===== config.mk =====
export PLATFORM = sky130hd
export DESIGN_NAME = cvcs_mac
export DESIGN_NICKNAME = d
export VERILOG_FILES = /design/src/sv/cvcs_pkg.sv /design/src/sv/cvcs_mac.sv
export SDC_FILE = /design/constraint.sdc
export NUM_CORES = 2
export LEC_CHECK = 0
export BUFFER_PORTS_ARGS = -buffer_cell sky130_fd_sc_hd__buf_2
export CORE_MARGIN = 10
export CORE_UTILIZATION = 30
export DETAILED_ROUTE_END_ITERATION = 16
export PLACE_DENSITY = 0.55
export SETUP_SLACK_MARGIN = 0.4
export SLEW_MARGIN = 30
export SYNTH_ARGS = -nofsm -noshare
export SYNTH_HDL_FRONTEND = slang
export SYNTH_SLANG_ARGS = --single-unit

===== constraint.sdc =====
create_clock -name clk -period 13 [get_ports clk]
set_input_delay 1.3 -clock clk [delete_from_list [all_inputs] [get_ports clk]]
set_output_delay 1.3 -clock clk [all_outputs]
set_load 0.05 [all_outputs]

===== src/sv/cvcs_pkg.sv =====
// Shared types and codes for the covariance chi-square core.
`default_nettype none
package cvcs_pkg;

    // Input item kinds carried in tuser
    localparam logic MODE_MATRIX = 1'b0;
    localparam logic MODE_BIN    = 1'b1;

    // Result status codes
    localparam logic [1:0] STATUS_OK         = 2'd0;
    localparam logic [1:0] STATUS_NO_INVERSE = 2'd1;
    localparam logic [1:0] STATUS_MISMATCH   = 2'd2;

    // Configuration register indexes
    localparam int unsigned CFG_INDEX_W = 4;
    localparam int unsigned CFG_DATA_W  = 7;
    localparam logic [CFG_INDEX_W-1:0] REG_ACTIVE_SIZE  = 4'd0;
    localparam logic [CFG_INDEX_W-1:0] REG_MATRIX_VALID = 4'd1;

    // Field widths
    localparam int unsigned DIFF_W  = 33;
    localparam int unsigned MAT_W   = 32;
    localparam int unsigned OPER_W  = 34;
    localparam int unsigned PROD_W  = 68;
    localparam int unsigned ACC_W   = 128;
    localparam int unsigned CHISQ_W = 64;
    localparam int unsigned LO_W    = 33;

    // Multiplier operand selection
    localparam logic [1:0] MUL_NONE = 2'd0;
    localparam logic [1:0] MUL_DD   = 2'd1;
    localparam logic [1:0] MUL_LO   = 2'd2;
    localparam logic [1:0] MUL_HI   = 2'd3;

    // Accumulator operation
    localparam logic [2:0] ADD_NONE  = 3'd0;
    localparam logic [2:0] ADD_LO    = 3'd1;
    localparam logic [2:0] ADD_HI    = 3'd2;
    localparam logic [2:0] ADD_HALF  = 3'd3;
    localparam logic [2:0] ADD_CLEAR = 3'd4;

    typedef struct packed {
        logic [1:0] mul_sel;
        logic [2:0] add_sel;
    } mac_ctrl_t;

endpackage
`default_nettype wire


===== src/sv/cvcs_mac.sv =====
// Shared 34x34 multiplier with 128-bit accumulator, rounding and saturation.
`default_nettype none
module cvcs_mac #(
    parameter int FRAC_BITS = 16
) (
    input  wire logic                          clk,
    input  wire cvcs_pkg::mac_ctrl_t           ctrl,
    input  wire logic [cvcs_pkg::DIFF_W-1:0]   d_i,
    input  wire logic [cvcs_pkg::DIFF_W-1:0]   d_j,
    input  wire logic [cvcs_pkg::MAT_W-1:0]    m_val,
    output logic      [cvcs_pkg::CHISQ_W-1:0]  result
);
    localparam int HALF_SH = (FRAC_BITS > 0) ? FRAC_BITS - 1 : 0;
    localparam logic [cvcs_pkg::ACC_W-1:0] HALF_C =
        (FRAC_BITS > 0) ? (128'd1 << HALF_SH) : 128'd0;

    logic signed [cvcs_pkg::OPER_W-1:0] op_a;
    logic signed [cvcs_pkg::OPER_W-1:0] op_b;
    logic signed [cvcs_pkg::PROD_W-1:0] mul_out;
    logic        [cvcs_pkg::PROD_W-1:0] prod_reg;
    logic        [cvcs_pkg::LO_W-1:0]   hi_reg;
    logic        [cvcs_pkg::ACC_W-1:0]  acc_reg;
    logic        [cvcs_pkg::ACC_W-1:0]  acc_next;
    logic        [cvcs_pkg::ACC_W-1:0]  addend;
    logic signed [cvcs_pkg::ACC_W-1:0]  shifted;
    logic                               fits;

    // Select multiplier operands
    always_comb
    begin
        op_a = '0;
        op_b = {{2{m_val[cvcs_pkg::MAT_W-1]}}, m_val};
        case (ctrl.mul_sel)
            cvcs_pkg::MUL_DD:
            begin
                op_a = {d_i[cvcs_pkg::DIFF_W-1], d_i};
                op_b = {d_j[cvcs_pkg::DIFF_W-1], d_j};
            end
            cvcs_pkg::MUL_LO:
            begin
                op_a = {1'b0, prod_reg[cvcs_pkg::LO_W-1:0]};
            end
            cvcs_pkg::MUL_HI:
            begin
                op_a = {hi_reg[cvcs_pkg::LO_W-1], hi_reg};
            end
            default:
            begin
                op_a = '0;
            end
        endcase
    end

    assign mul_out = op_a * op_b;

    // Select accumulator addend
    always_comb
    begin
        addend   = '0;
        acc_next = acc_reg;
        case (ctrl.add_sel)
            cvcs_pkg::ADD_LO:
            begin
                addend   = {{60{prod_reg[cvcs_pkg::PROD_W-1]}}, prod_reg};
                acc_next = acc_reg + addend;
            end
            cvcs_pkg::ADD_HI:
            begin
                addend   = {{27{prod_reg[cvcs_pkg::PROD_W-1]}}, prod_reg, 33'd0};
                acc_next = acc_reg + addend;
            end
            cvcs_pkg::ADD_HALF:
            begin
                addend   = HALF_C;
                acc_next = acc_reg + addend;
            end
            cvcs_pkg::ADD_CLEAR:
            begin
                acc_next = '0;
            end
            default:
            begin
                acc_next = acc_reg;
            end
        endcase
    end

    // Hold product, upper partial and sum
    always_ff @(posedge clk)
    begin
        if (ctrl.mul_sel != cvcs_pkg::MUL_NONE)
        begin
            prod_reg <= mul_out;
        end
        if (ctrl.mul_sel == cvcs_pkg::MUL_LO)
        begin
            hi_reg <= prod_reg[65:33];
        end
        acc_reg <= acc_next;
    end

    // Drop the fraction bits and saturate to 64 bits
    always_comb
    begin
        shifted = $signed(acc_reg) >>> FRAC_BITS;
        fits    = (&shifted[cvcs_pkg::ACC_W-1:cvcs_pkg::CHISQ_W-1])
                | ~(|shifted[cvcs_pkg::ACC_W-1:cvcs_pkg::CHISQ_W-1]);
        if (fits)
        begin
            result = shifted[cvcs_pkg::CHISQ_W-1:0];
        end
        else if (shifted[cvcs_pkg::ACC_W-1])
        begin
            result = {1'b1, {(cvcs_pkg::CHISQ_W-1){1'b0}}};
        end
        else
        begin
            result = {1'b0, {(cvcs_pkg::CHISQ_W-1){1'b1}}};
        end
    end

endmodule
`default_nettype wire


==> run metrics <==
status finished, final reports clean; drt first pass iters 6; DRT iter0 DRCs 5639; CTS Buf Count 29; CP max stage delay 860 ps; die height 489 microns; Worst path depth 29; min Tclk post-route 10940 ps; Final setup viols 0; post-DR vias/cell 5.42; WL per Instance 25.9 microns; GRT Total Usage 22.4%; CP top delay family adder cells; Post-synth EDFFs 229; Final GP Congestion 0.965; Nets 9391; hold_buf cts 0; DRC violations left 0; grt met1 use 30.9%; Fmax achieved 0.0914 GHz; cell count of the worst reg-to-reg path 27; final setup skew 18.7 ps; largest net degree at the start of global routing 74; Worst R2R End prod_reg[55]; number of port buffers 167; routing usage on met2 34.7%; Root Driver clkbuf_16; Worst Path Buf+Inv 6; dpl hpwl 220000 microns; Die Span X 489 microns; ANT nets after route 0; synthesis-to-layout area growth 8.42%; grt total ovfl 0; max-cap violations 0; post-route setup slack 2060 ps; syn_nets 9414; Std-Cell Rows 172; CP Data Arrival Time 11310 ps; CP max FO 19; Slew Viols, Final 0; vias in the first global route 58900; crit path to prod_reg[66]; Final Hold Fails 0; setup TNS 0 ps; Top FF cell, synth edfxtp_1; Critical Path RT 13360 ps; asr flop ratio synth 0%; CP most frequent cell fa_1; number of antenna violations at the first check in global routing 8; RSZ-0062 raised after global routing false; syn avg cell area 8.60 sq um; GRT Max-Usage Layer met2; Critical Path Sink Type register; Post-Syn Area 65900 sq um; period utilization 84.2%; Die Area 239000 sq um; Yosys reg bits 229; post-synth cell types 101; Worst Setup Start Kind input pin; Setup CP Type in -> reg; Mapped Cells 7668; Core Area 219000 sq um; clock slew seen by the registers of the worst setup and hold paths 60 ps; Vias 57100; Setup WS pre-CTS 1380 ps; Max clock buf depth 3; Top Ports 168; critical path's slowest cell nor2b_4; Worst Tran Pin Value 1090 ps; Largest register FFs 128; R2R Path Start prod_reg[23]; relative slew slack 27.2%; Ys Warns 0; GR Util met3 4.58%; worst setup path start ctrl[3]; first-pass GRT wire length 401000 microns; clk_lat worst skew 630 ps; FILL cells 23100; post-CTS sizing 0; share of cells above drive strength 1 7.13%; H-tree level count 1; CTS tree built; Seq/Total Area, Yosys 10.4%; Post CTS Setup Buffer Count 0; Initial Utilization 30.1%; setup slack, reg-to-reg 3230 ps; Worst Hold Class reg -> reg; post-layout util 32.6%; total wire length 273000 microns; TritonCTS Sinks 229
## worst register-to-register path: stages (launching register included)
cell and delay (ps):
edfxtp_1 580, mux2_2 430, a22o_1 910, nand2_1 210, fa_1 640, inv_1 80, fa_1 520, fa_1 550
inv_1 50, fa_1 450, fa_1 510, inv_1 50, fa_1 460, fa_1 540, inv_1 50, fa_1 540
inv_1 120, ha_1 430, a21o_1 230, a21oi_1 230, o31ai_1 110, a21oi_1 460, a211oi_1 150, o21ai_0 350
a31oi_1 200, o221ai_1 320, o21ai_0 170, xor2_1 150
## cell type report
cell class	instances	area [sq um]	area share, %
Clock inverter	19	268	0.375
Clock buffer	35	748	1.05
Multi-Input combinational cell	5808	53200	74.5
Antenna cell	2	5.00	0.00700
Sequential cell	229	6880	9.62
Inverter	1261	4730	6.62
Timing Repair Buffer	316	2030	2.84
Tap cell	2871	3590	5.03
## how the worst min path moves through the flow
stage	from	to	slack (ps)	depth (start not counted)
2_1_floorplan	prod_reg[33]	hi_reg[0]	460	0
3_3_place_gp	acc_reg[0]	acc_reg[0]	660	2
3_5_place_dp	acc_reg[0]	acc_reg[0]	670	2
4_1_cts	acc_reg[15]	acc_reg[15]	690	1
5_1_grt	acc_reg[0]	acc_reg[0]	730	2
6_report	acc_reg[15]	acc_reg[15]	680	1
## cell families (layout without fill, tap and decap cells)
group | Yosys count | count (layout) | synth area share, %
other cells | 0 | 2 | 0
xor+xnor | 340 | 340 | 4.52
flops | 229 | 229 | 10.4
mux | 99 | 99 | 1.62
simple gates | 2430 | 2430 | 15.9
fa+ha+maj | 1642 | 1642 | 45.3
compound gates | 1297 | 1297 | 12.9
buf+inv | 1631 | 1631 | 9.32
## cell usage after synthesis (all sizes together), types with 9 or more instances
cell,n,area [sq um]
a211oi,37,278
a21boi,16,120
a21o,154,1160
a21oi,369,1870
a221oi,22,199
a22o,35,307
a22oi,54,405
a31oi,43,282
and2,39,244
and3,30,188
and4,19,166
buf,38,164
clkbuf,332,1250
edfxtp,229,6880
fa,1243,24900
ha,399,4990
inv,1261,4730
mux2,62,698
mux2i,37,370
nand2,981,3680
nand2b,25,156
nand3,99,505
nand3b,9,67.6
nand4,126,795
nor2,890,3340
nor2b,25,156
nor3,78,415
nor4,39,265
o211ai,19,143
o21a,38,285
o21ai,243,1220
o21bai,69,518
o221ai,20,175
o22ai,45,288
o31ai,24,204
or2,27,171
or3,22,138
xnor2,213,1870
xor2,127,1110
## layout by cell type, fill, tap and decap left out, drive strengths merged, types with 22 or more instances in the layout
cell type	synthesis	final
xnor2	213	213
nand3	99	99
a21o	154	154
buf	38	316
o21a	38	38
edfxtp	229	229
nand4	126	126
a21oi	369	369
ha	399	399
or3	22	22
a31oi	43	43
nand2	981	981
mux2i	37	37
mux2	62	62
or2	27	27
xor2	127	127
o21bai	69	69
a221oi	22	22
nor3	78	78
nor2b	25	25
o22ai	45	45
a22oi	54	54
o31ai	24	24
nor4	39	39
a211oi	37	37
fa	1243	1243
nor2	890	890
and2	39	39
a22o	35	35
and3	30	30
clkbuf	332	35
inv	1261	1262
nand2b	25	25
o21ai	243	243
## per-layer routing
metal | routed length, microns | part of all wire, %
met5 | 0 | 0
met4 | 12600 | 4.6
met3 | 24500 | 8.9
met2 | 119000 | 43
met1 | 117000 | 43
## through the flow
stage          hold WS, ps  area, sq um  std cells
6_report               683        71500      10500
2_1_floorplan          464        65900       7668
4_1_cts                688        71400      10500
5_1_grt                732        71500      10500
3_5_place_dp           670        70400      10500
3_3_place_gp           657        70300      10500
Power is not shown: default switching activity piles up to over one toggle a cycle in this logic, so the estimate is an artifact.
